===== config.mk =====
export PLATFORM = sky130hd
export DESIGN_NAME = cobs_crc16_frame_receiver
export DESIGN_NICKNAME = d
export VERILOG_FILES = /design/src/hw/rtl/ccfr_pkg.sv /design/src/hw/rtl/ccfr_front.sv /design/src/hw/rtl/ccfr_queue.sv /design/src/hw/rtl/ccfr_back.sv /design/src/hw/rtl/cobs_crc16_frame_receiver.sv
export SDC_FILE = /design/constraint.sdc
export NUM_CORES = 1
export LEC_CHECK = 0
export BUFFER_PORTS_ARGS = -buffer_cell sky130_fd_sc_hd__buf_2
export CAP_MARGIN = 20
export CORE_ASPECT_RATIO = 0.6
export CORE_MARGIN = 10
export CORE_UTILIZATION = 60
export DETAILED_ROUTE_END_ITERATION = 8
export GPL_TIMING_DRIVEN = 0
export PLACE_DENSITY_LB_ADDON = 0.25
export SLEW_MARGIN = 20
export SYNTH_ARGS = -nofsm -noshare
export SYNTH_HDL_FRONTEND = slang
export SYNTH_HIERARCHICAL = 1
export SYNTH_SLANG_ARGS = --single-unit
export TNS_END_PERCENT = 10

===== constraint.sdc =====
create_clock -name clk -period 3.9 [get_ports clk]
set_input_delay 0.195 -clock clk [delete_from_list [all_inputs] [get_ports clk]]
set_output_delay 0.195 -clock clk [all_outputs]
set_load 0.01 [all_outputs]

===== src/hw/rtl/ccfr_pkg.sv =====
// Types, constants and the CRC step shared by the frame receiver modules.
package ccfr_pkg;

    localparam int FRAME_BYTES_DEF = 256;
    localparam int HEADER_BYTES    = 4;
    localparam int CFG_W           = 9;
    localparam logic [CFG_W-1:0] CFG_RESET = 9'd256;
    localparam logic [15:0] CRC_INIT = 16'hFFFF;
    localparam int QUEUE_DEPTH     = 4;
    localparam int IN_TDATA_W      = 8;
    localparam int OUT_TDATA_W     = 40;

    typedef enum logic [2:0] {
        STS_GOOD     = 3'd0,
        STS_SHORT    = 3'd1,
        STS_OVERRUN  = 3'd2,
        STS_CRC      = 3'd3,
        STS_OVERFLOW = 3'd4
    } frame_status_t;

    typedef enum logic {
        KIND_PAYLOAD = 1'b0,
        KIND_STATUS  = 1'b1
    } result_kind_t;

    // One operation from the front end. For a close, STS_GOOD means the
    // back end settles the status from its own state.
    typedef struct packed {
        logic          close;
        logic [7:0]    data;
        frame_status_t status;
    } fe_op_t;

    typedef struct packed {
        result_kind_t  kind;
        logic [7:0]    payload_byte;
        frame_status_t frame_status;
        logic [7:0]    payload_length;
        logic [15:0]   packet_type;
    } result_t;

    function automatic logic [15:0] crc_update(input logic [15:0] crc, input logic [7:0] b);
        logic [7:0] x;
        x = crc[15:8] ^ b;
        x = x ^ {4'b0, x[7:4]};
        return {crc[7:0], 8'h00} ^ {x[3:0], 12'h000} ^ {3'b000, x, 5'b00000}
               ^ {8'h00, x};
    endfunction

endpackage


===== src/hw/rtl/ccfr_front.sv =====
// Front end: takes raw bytes, unstuffs COBS groups and issues decode and close operations.
module ccfr_front #(
    parameter int FRAME_BYTES = ccfr_pkg::FRAME_BYTES_DEF
) (
    input  logic                          clk,
    input  logic                          rst_n,
    input  logic                          cfg_valid,
    output logic                          cfg_ready,
    input  logic [ccfr_pkg::CFG_W-1:0]    cfg_data,
    input  logic                          s_tvalid,
    output logic                          s_tready,
    input  logic [7:0]                    rx_byte,
    input  logic                          q_full,
    output logic                          push,
    output ccfr_pkg::fe_op_t              op
);

    localparam int SCW = $clog2(FRAME_BYTES + 1);
    localparam int LW  = (SCW > ccfr_pkg::CFG_W) ? SCW : ccfr_pkg::CFG_W;

    logic [ccfr_pkg::CFG_W-1:0] max_frame_bytes_reg;
    logic [SCW-1:0]             stuffed_count_reg, stuffed_count_next;
    logic [7:0]                 group_left_reg, group_left_next;
    logic                       group_was_full_reg, group_was_full_next;

    logic [LW-1:0] cfg_ext;
    logic [LW-1:0] limit;
    logic          accept;

    assign cfg_ready = 1'b1;
    assign s_tready  = !q_full;
    assign accept    = s_tvalid && s_tready;
    assign cfg_ext   = LW'(max_frame_bytes_reg);
    assign limit     = (cfg_ext > LW'(FRAME_BYTES)) ? LW'(FRAME_BYTES) : cfg_ext;

    always_comb
    begin
        stuffed_count_next  = stuffed_count_reg;
        group_left_next     = group_left_reg;
        group_was_full_next = group_was_full_reg;
        push                = 1'b0;
        op.close            = 1'b0;
        op.data             = rx_byte;
        op.status           = ccfr_pkg::STS_GOOD;
        if (accept)
        begin
            if (rx_byte == 8'h00)
            begin
                push     = (stuffed_count_reg != '0);
                op.close = 1'b1;
                if (stuffed_count_reg < SCW'(ccfr_pkg::HEADER_BYTES))
                begin
                    op.status = ccfr_pkg::STS_SHORT;
                end
                else if (group_left_reg != 8'h00)
                begin
                    op.status = ccfr_pkg::STS_OVERRUN;
                end
                stuffed_count_next  = '0;
                group_left_next     = 8'h00;
                group_was_full_next = 1'b1;
            end
            else if (LW'(stuffed_count_reg) >= limit)
            begin
                push                = 1'b1;
                op.close            = 1'b1;
                op.status           = ccfr_pkg::STS_OVERFLOW;
                stuffed_count_next  = '0;
                group_left_next     = 8'h00;
                group_was_full_next = 1'b1;
            end
            else
            begin
                stuffed_count_next = stuffed_count_reg + SCW'(1);
                if (group_left_reg == 8'h00)
                begin
                    // A code byte first releases the zero owed by the previous group.
                    push                = !group_was_full_reg;
                    op.data             = 8'h00;
                    group_left_next     = rx_byte - 8'd1;
                    group_was_full_next = (rx_byte == 8'hFF);
                end
                else
                begin
                    push            = 1'b1;
                    group_left_next = group_left_reg - 8'd1;
                end
            end
        end
    end

    always_ff @(posedge clk or negedge rst_n)
    begin
        if (!rst_n)
        begin
            max_frame_bytes_reg <= ccfr_pkg::CFG_RESET;
            stuffed_count_reg   <= '0;
            group_left_reg      <= 8'h00;
            group_was_full_reg  <= 1'b1;
        end
        else
        begin
            if (cfg_valid && cfg_ready)
            begin
                max_frame_bytes_reg <= cfg_data;
            end
            stuffed_count_reg  <= stuffed_count_next;
            group_left_reg     <= group_left_next;
            group_was_full_reg <= group_was_full_next;
        end
    end

endmodule


===== src/hw/rtl/ccfr_queue.sv =====
// Small register queue that decouples the front end from the back end.
module ccfr_queue #(
    parameter int WIDTH = 12,
    parameter int DEPTH = ccfr_pkg::QUEUE_DEPTH
) (
    input  logic             clk,
    input  logic             rst_n,
    input  logic             push,
    input  logic [WIDTH-1:0] wr_data,
    output logic             full,
    input  logic             pop,
    output logic             valid,
    output logic [WIDTH-1:0] rd_data
);

    localparam int PW = (DEPTH > 1) ? $clog2(DEPTH) : 1;
    localparam int CW = $clog2(DEPTH + 1);

    logic [WIDTH-1:0] mem_reg [DEPTH];
    logic [PW-1:0]    wr_ptr_reg, wr_ptr_next;
    logic [PW-1:0]    rd_ptr_reg, rd_ptr_next;
    logic [CW-1:0]    count_reg, count_next;
    logic             do_push, do_pop;

    assign full    = (count_reg == CW'(DEPTH));
    assign valid   = (count_reg != '0);
    assign rd_data = mem_reg[rd_ptr_reg];
    assign do_push = push && !full;
    assign do_pop  = pop && valid;

    always_comb
    begin
        wr_ptr_next = wr_ptr_reg;
        rd_ptr_next = rd_ptr_reg;
        count_next  = count_reg;
        if (do_push)
        begin
            wr_ptr_next = (wr_ptr_reg == PW'(DEPTH - 1)) ? '0 : wr_ptr_reg + PW'(1);
        end
        if (do_pop)
        begin
            rd_ptr_next = (rd_ptr_reg == PW'(DEPTH - 1)) ? '0 : rd_ptr_reg + PW'(1);
        end
        if (do_push && !do_pop)
        begin
            count_next = count_reg + CW'(1);
        end
        else if (do_pop && !do_push)
        begin
            count_next = count_reg - CW'(1);
        end
    end

    always_ff @(posedge clk)
    begin
        if (do_push)
        begin
            mem_reg[wr_ptr_reg] <= wr_data;
        end
    end

    always_ff @(posedge clk or negedge rst_n)
    begin
        if (!rst_n)
        begin
            wr_ptr_reg <= '0;
            rd_ptr_reg <= '0;
            count_reg  <= '0;
        end
        else
        begin
            wr_ptr_reg <= wr_ptr_next;
            rd_ptr_reg <= rd_ptr_next;
            count_reg  <= count_next;
        end
    end

endmodule


===== src/hw/rtl/ccfr_back.sv =====
// Back end: runs the CRC and header capture and drives the registered result beat.
module ccfr_back #(
    parameter int FRAME_BYTES = ccfr_pkg::FRAME_BYTES_DEF
) (
    input  logic               clk,
    input  logic               rst_n,
    input  logic               op_valid,
    input  ccfr_pkg::fe_op_t   op,
    output logic               pop,
    output logic               m_tvalid,
    input  logic               m_tready,
    output ccfr_pkg::result_t  res
);

    localparam int SCW = $clog2(FRAME_BYTES + 1);

    logic [SCW-1:0]    decoded_count_reg, decoded_count_next;
    logic [15:0]       running_crc_reg, running_crc_next;
    logic [15:0]       header_crc_reg, header_crc_next;
    logic [15:0]       header_type_reg, header_type_next;
    logic              out_valid_reg, out_valid_next;
    ccfr_pkg::result_t res_reg, res_next;

    logic              emit;
    logic [SCW-1:0]    body_len;
    logic [SCW+7:0]    body_len_w;
    logic [7:0]        len_sat;

    assign pop        = op_valid && (!out_valid_reg || m_tready);
    assign m_tvalid   = out_valid_reg;
    assign res        = res_reg;
    assign body_len   = decoded_count_reg - SCW'(ccfr_pkg::HEADER_BYTES);
    assign body_len_w = {8'h00, body_len};
    assign len_sat    = (body_len_w > (SCW+8)'(255)) ? 8'hFF : body_len_w[7:0];

    always_comb
    begin
        decoded_count_next = decoded_count_reg;
        running_crc_next   = running_crc_reg;
        header_crc_next    = header_crc_reg;
        header_type_next   = header_type_reg;
        res_next           = res_reg;
        emit               = 1'b0;
        if (pop)
        begin
            if (op.close)
            begin
                emit                    = 1'b1;
                res_next.kind           = ccfr_pkg::KIND_STATUS;
                res_next.payload_byte   = 8'h00;
                res_next.payload_length = 8'h00;
                res_next.packet_type    = 16'h0000;
                if (op.status != ccfr_pkg::STS_GOOD)
                begin
                    res_next.frame_status = op.status;
                end
                else if (decoded_count_reg < SCW'(ccfr_pkg::HEADER_BYTES))
                begin
                    res_next.frame_status = ccfr_pkg::STS_SHORT;
                end
                else if (header_crc_reg != running_crc_reg)
                begin
                    res_next.frame_status = ccfr_pkg::STS_CRC;
                end
                else
                begin
                    res_next.frame_status   = ccfr_pkg::STS_GOOD;
                    res_next.payload_length = len_sat;
                    res_next.packet_type    = header_type_reg;
                end
                decoded_count_next = '0;
                running_crc_next   = ccfr_pkg::CRC_INIT;
            end
            else
            begin
                case (decoded_count_reg)
                    SCW'(0):
                    begin
                        header_type_next[7:0] = op.data;
                    end
                    SCW'(1):
                    begin
                        header_type_next[15:8] = op.data;
                    end
                    SCW'(2):
                    begin
                        header_crc_next[7:0] = op.data;
                    end
                    SCW'(3):
                    begin
                        header_crc_next[15:8] = op.data;
                    end
                    default:
                    begin
                        emit = 1'b1;
                    end
                endcase
                // The two header CRC bytes enter the running CRC as zero.
                if (decoded_count_reg == SCW'(2) || decoded_count_reg == SCW'(3))
                begin
                    running_crc_next = ccfr_pkg::crc_update(running_crc_reg, 8'h00);
                end
                else
                begin
                    running_crc_next = ccfr_pkg::crc_update(running_crc_reg, op.data);
                end
                decoded_count_next = decoded_count_reg + SCW'(1);
                if (emit)
                begin
                    res_next.kind           = ccfr_pkg::KIND_PAYLOAD;
                    res_next.payload_byte   = op.data;
                    res_next.frame_status   = ccfr_pkg::STS_GOOD;
                    res_next.payload_length = 8'h00;
                    res_next.packet_type    = 16'h0000;
                end
            end
        end
        if (emit)
        begin
            out_valid_next = 1'b1;
        end
        else if (m_tready)
        begin
            out_valid_next = 1'b0;
        end
        else
        begin
            out_valid_next = out_valid_reg;
        end
    end

    always_ff @(posedge clk)
    begin
        header_crc_reg  <= header_crc_next;
        header_type_reg <= header_type_next;
        if (emit)
        begin
            res_reg <= res_next;
        end
    end

    always_ff @(posedge clk or negedge rst_n)
    begin
        if (!rst_n)
        begin
            decoded_count_reg <= '0;
            running_crc_reg   <= ccfr_pkg::CRC_INIT;
            out_valid_reg     <= 1'b0;
        end
        else
        begin
            decoded_count_reg <= decoded_count_next;
            running_crc_reg   <= running_crc_next;
            out_valid_reg     <= out_valid_next;
        end
    end

endmodule


===== src/hw/rtl/cobs_crc16_frame_receiver.sv =====
// Top level of the COBS frame receiver with CRC-16/CCITT check.
//
//   Channel  Direction  Beat contents
//   cfg      in         cfg_data: max_frame_bytes (9 bits)
//   s        in         s_tdata[7:0]: rx_byte
//   m        out        m_tuser[0]: result_kind; m_tdata: payload_byte, frame_status,
//                       payload_length, packet_type
//
// One byte is accepted per cycle while the queue is not full; the queue entry is written at
// the accepting edge, and the back end registers any result from the queue head into its
// output register when that register is empty or being taken.
// The queue holds four operations, so up to four more decoded bytes or closes are taken
// while a result waits.
// Reset restarts the counters and the CRC and sets max_frame_bytes to 256.
// A stalled result beat holds until m_tready; the front end stalls only on a full queue.
module cobs_crc16_frame_receiver #(
    parameter int FRAME_BYTES = ccfr_pkg::FRAME_BYTES_DEF
) (
    input  logic                                clk,
    input  logic                                rst_n,
    input  logic                                cfg_valid,
    output logic                                cfg_ready,
    input  logic [ccfr_pkg::CFG_W-1:0]          cfg_data,
    input  logic                                s_tvalid,
    output logic                                s_tready,
    input  logic [ccfr_pkg::IN_TDATA_W-1:0]     s_tdata,   // [7:0] rx_byte
    output logic                                m_tvalid,
    input  logic                                m_tready,
    // [7:0] payload_byte, [10:8] frame_status, [18:11] payload_length,
    // [34:19] packet_type, [39:35] zero
    output logic [ccfr_pkg::OUT_TDATA_W-1:0]    m_tdata,
    output logic [0:0]                          m_tuser    // [0] result_kind
);

    localparam int OPW = $bits(ccfr_pkg::fe_op_t);

    ccfr_pkg::fe_op_t  fe_op;
    ccfr_pkg::fe_op_t  be_op;
    ccfr_pkg::result_t res;
    logic              fe_push;
    logic              q_full;
    logic              q_valid;
    logic              q_pop;

    ccfr_front #(
        .FRAME_BYTES(FRAME_BYTES)
    ) u_front (
        .clk      (clk),
        .rst_n    (rst_n),
        .cfg_valid(cfg_valid),
        .cfg_ready(cfg_ready),
        .cfg_data (cfg_data),
        .s_tvalid (s_tvalid),
        .s_tready (s_tready),
        .rx_byte  (s_tdata[7:0]),
        .q_full   (q_full),
        .push     (fe_push),
        .op       (fe_op)
    );

    ccfr_queue #(
        .WIDTH(OPW),
        .DEPTH(ccfr_pkg::QUEUE_DEPTH)
    ) u_queue (
        .clk    (clk),
        .rst_n  (rst_n),
        .push   (fe_push),
        .wr_data(fe_op),
        .full   (q_full),
        .pop    (q_pop),
        .valid  (q_valid),
        .rd_data(be_op)
    );

    ccfr_back #(
        .FRAME_BYTES(FRAME_BYTES)
    ) u_back (
        .clk     (clk),
        .rst_n   (rst_n),
        .op_valid(q_valid),
        .op      (be_op),
        .pop     (q_pop),
        .m_tvalid(m_tvalid),
        .m_tready(m_tready),
        .res     (res)
    );

    assign m_tdata = {5'b00000, res.packet_type, res.payload_length, res.frame_status,
                      res.payload_byte};
    assign m_tuser = res.kind;

endmodule


==> out/results.txt <==
Status -> completed
DP Area -> 9270 um2
CTS Buf Count -> 17
Final hold violation count -> 0
Total power -> 8.78 mW
Antenna viol nets, final -> 0
# IOs -> 66
Max reg flops -> 48
Ant. Diodes -> 0
Worst Max-Slew Pin Slew -> 818 ps
Final period utilization -> 95.2%
Finished Cell Area -> 9970 um2
Worst-path clk slew -> 70 ps
Synth cell count leaders -> edfxtp_1 (116), dfrtp_1 (42), inv_1 (35), nand2_1 (35)
GPL Wtd Cong -> 0.865
Crit path max-delay family -> adder cells
CP Launch Type -> flop
Crit path DAT -> 4030 ps
Slowest cell on crit path -> dfstp_2
Die H -> 113 um
Layout cells sized above 1 -> 24.7%
Count leader, synth -> edfxtp_1
Final Max Tran Viols -> 0
Crit path cell chain -> clkinvlp_4 -> nand2_1 -> ha_1 -> and4_1 -> nor2b_1 -> o21ai_2 -> buf_4 -> nand2_2 -> o21a_1 -> nor2b_2 -> buf_6 -> ha_1 -> inv_1 -> fa_1 -> mux2_2
Worst clock skew -> 13.6 ps
Final nets -> 813
Req. time, crit path -> 4220 ps
Vias -> 5923
Seq/Total Area, Yosys -> 57.6%
Post-synth ARST share -> 34.1%
Crit path buf inv count -> 4
Initial core utilization -> 62.5%
FF-to-FF Start -> u_front/cfg_ext[8]
Syn Area/Cell -> 12.9 um2
P&R area growth vs syn -> 14.6%
Top cells by area, synth -> edfxtp_1 (40%), dfrtp_1 (12%), dfstp_2 (5.4%)
Number of flops mapped to enable cells by yosys -> 116
Hold Path Origin -> s_tdata[2]
Crit path largest cell delay -> 560 ps
Min Tclk post-route -> 3710 ps
Pin count of the biggest net entering global routing -> 61
Die W -> 175 um
Clock buffer depth -> 2
# fillers -> 939
Non-Filler Instances -> 970
Synth top area share -> 40.1%
Routing usage on met2 -> 30.7%
Detailed-route DRC error count -> 0
CP Class -> reg2reg
Vias in the first global route -> 5857
Root buffer cell -> clkbuf_16
Initial DRT Pass Iterations -> 5
Synth unique cells -> 78
Final setup viols -> 0
Core area -> 13900 um2
RSZ-0062 raised after global routing -> false
PD cells -> 880 nW/um2
Mapped Area -> 8700 um2
DR WL/cell -> 21.3 um
Leak -> 3.91 nW
Met3 usage -> 6.44%
Setup TNS Final -> 0 ps
Peak VDD IR -> 0.000378 V
Via density per instance -> 6.11
Max FO, Critical Path -> 10
Worst slack at placement -> -78.4 ps
Synth area leader -> edfxtp_1
Crit path launch -> u_front/cfg_ext[8]
Post-DP HPWL -> 14600 um
Total Wirelength -> 20700 um
HP Class -> in2reg
Max-cap violations -> 0
Most used DFF post-synth -> edfxtp_1
Initial DRC Count -> 752
Clock sinks -> 176
F_max -> 269 MHz
Relative slew slack -> 45.5%
GRT overflow -> 0
Initial antenna violation count -> 1
Met1 Use GR -> 30.7%
Row count -> 33
CP endpoint kind -> flop
Count of state elements after synthesis -> 176
Worst-Skew Late Latency -> 430 ps
Cell count after synthesis -> 672
YS warnings -> 6
CTS tree -> built
Htree depth -> 4
First-pass GRT wire length -> 33100 um
Fin worst setup slack -> 189 ps
Placed Instances -> 926
GRT Total Usage -> 21.5%
Most used cell, CP -> ha_1
DIE AREA -> 19900 um2
GRT busiest layer -> met1
Port Buffers -> 57
power breakdown:
part | switching (mW) | leakage (nW) | total, mW | internal, mW
Sequential | 0.340 | 1.81 | 3.20 | 2.86
Combinational | 2.28 | 1.82 | 3.93 | 1.65
Clock | 0.791 | 0.272 | 1.64 | 0.849
area by class of cell:
cell class / instances / area, um2 / share of cell area, %
buffer: 40 / 263 / 2.64
clock buffer: 17 / 425 / 4.27
clock inverter: 15 / 150 / 1.51
inverter: 37 / 143 / 1.43
multi-input combinational: 423 / 3320 / 33.3
sequential: 176 / 5010 / 50.2
tap: 192 / 240 / 2.41
timing repair buffer: 70 / 423 / 4.24
cell families (layout without fill, tap and decap cells):
logic type	Yosys count	in the layout	share of synthesized area [%]
DFF	176	176	57.6
other	2	6	0.0864
adders and majority gates	26	26	3.83
and+or+nand+nor	189	189	12.6
AOI/OAI and AO/OA	109	109	8.33
xor gates and xnor gates	65	65	7.65
muxes	28	28	5.31
buffers and inverters	77	179	4.59
worst paths after layout:
| path | to | slack (ps) | depth (start not counted) |
|---|---|---|---|
| hold reg to reg | u_front/group_was_full_reg | 500 | 2 |
| min in group asynchronous | u_front/group_left_reg[4] | 390 | 2 |
| hold / removal | u_front/group_left_reg[2] | 140 | 3 |
| max in group asynchronous | u_back/decoded_count_reg[4] | 2960 | 2 |
| setup / recovery | u_queue/count_reg[1] | 190 | 15 |
| setup reg to reg | u_queue/count_reg[1] | 190 | 15 |
repair_timing:
item                                    4_1_cts  5_1_grt
pin swaps                                     0        1
hold buffers                                 10        0
gates resized for setup                       1        4
endpoints found under the setup margin        1        2
hold endpoints to repair                     51        0
buffers inserted                              0        2
cell usage in the layout, fill, tap and decap left out, types with 10 or more instances in the layout:
cell type and instances:
dfrtp_1 42, buf_4 14, nand2_1 34, edfxtp_1 116, and2_1 11, xnor2_1 34
nor2b_1 12, clkbuf_16 17, nor3_1 27, ha_1 25, buf_2 64, xor2_1 24
dlygate4sd3_1 10, nor2_1 33, dfstp_2 18, a31oi_1 22, inv_1 35, a21oi_1 16
clkbuf_1 11, mux4_2 12, o21ai_0 25
stage by stage:
stage	util [%]	hold WS, ps
after floorplan	-	-101
after global placement	66.4	411
after CTS	71.5	119
final	71.6	140
after detailed placement	66.6	340
after global routing	71.6	123
layer usage:
| layer | part of all wire, % | up-vias |
|---|---|---|
| met1 | 45 | 2946 |
| met3 | 11 | 30 |
| met2 | 43 | 308 |
| met4 | 1.7 | 0 |
| li1 | - | 2639 |
| met5 | 0 | - |
tightest hold or removal path, stage by stage:
cell and delay (ps):
buf_6 120, a31oi_1 130, o22ai_1 80
(Power assumes the default switching activity.)
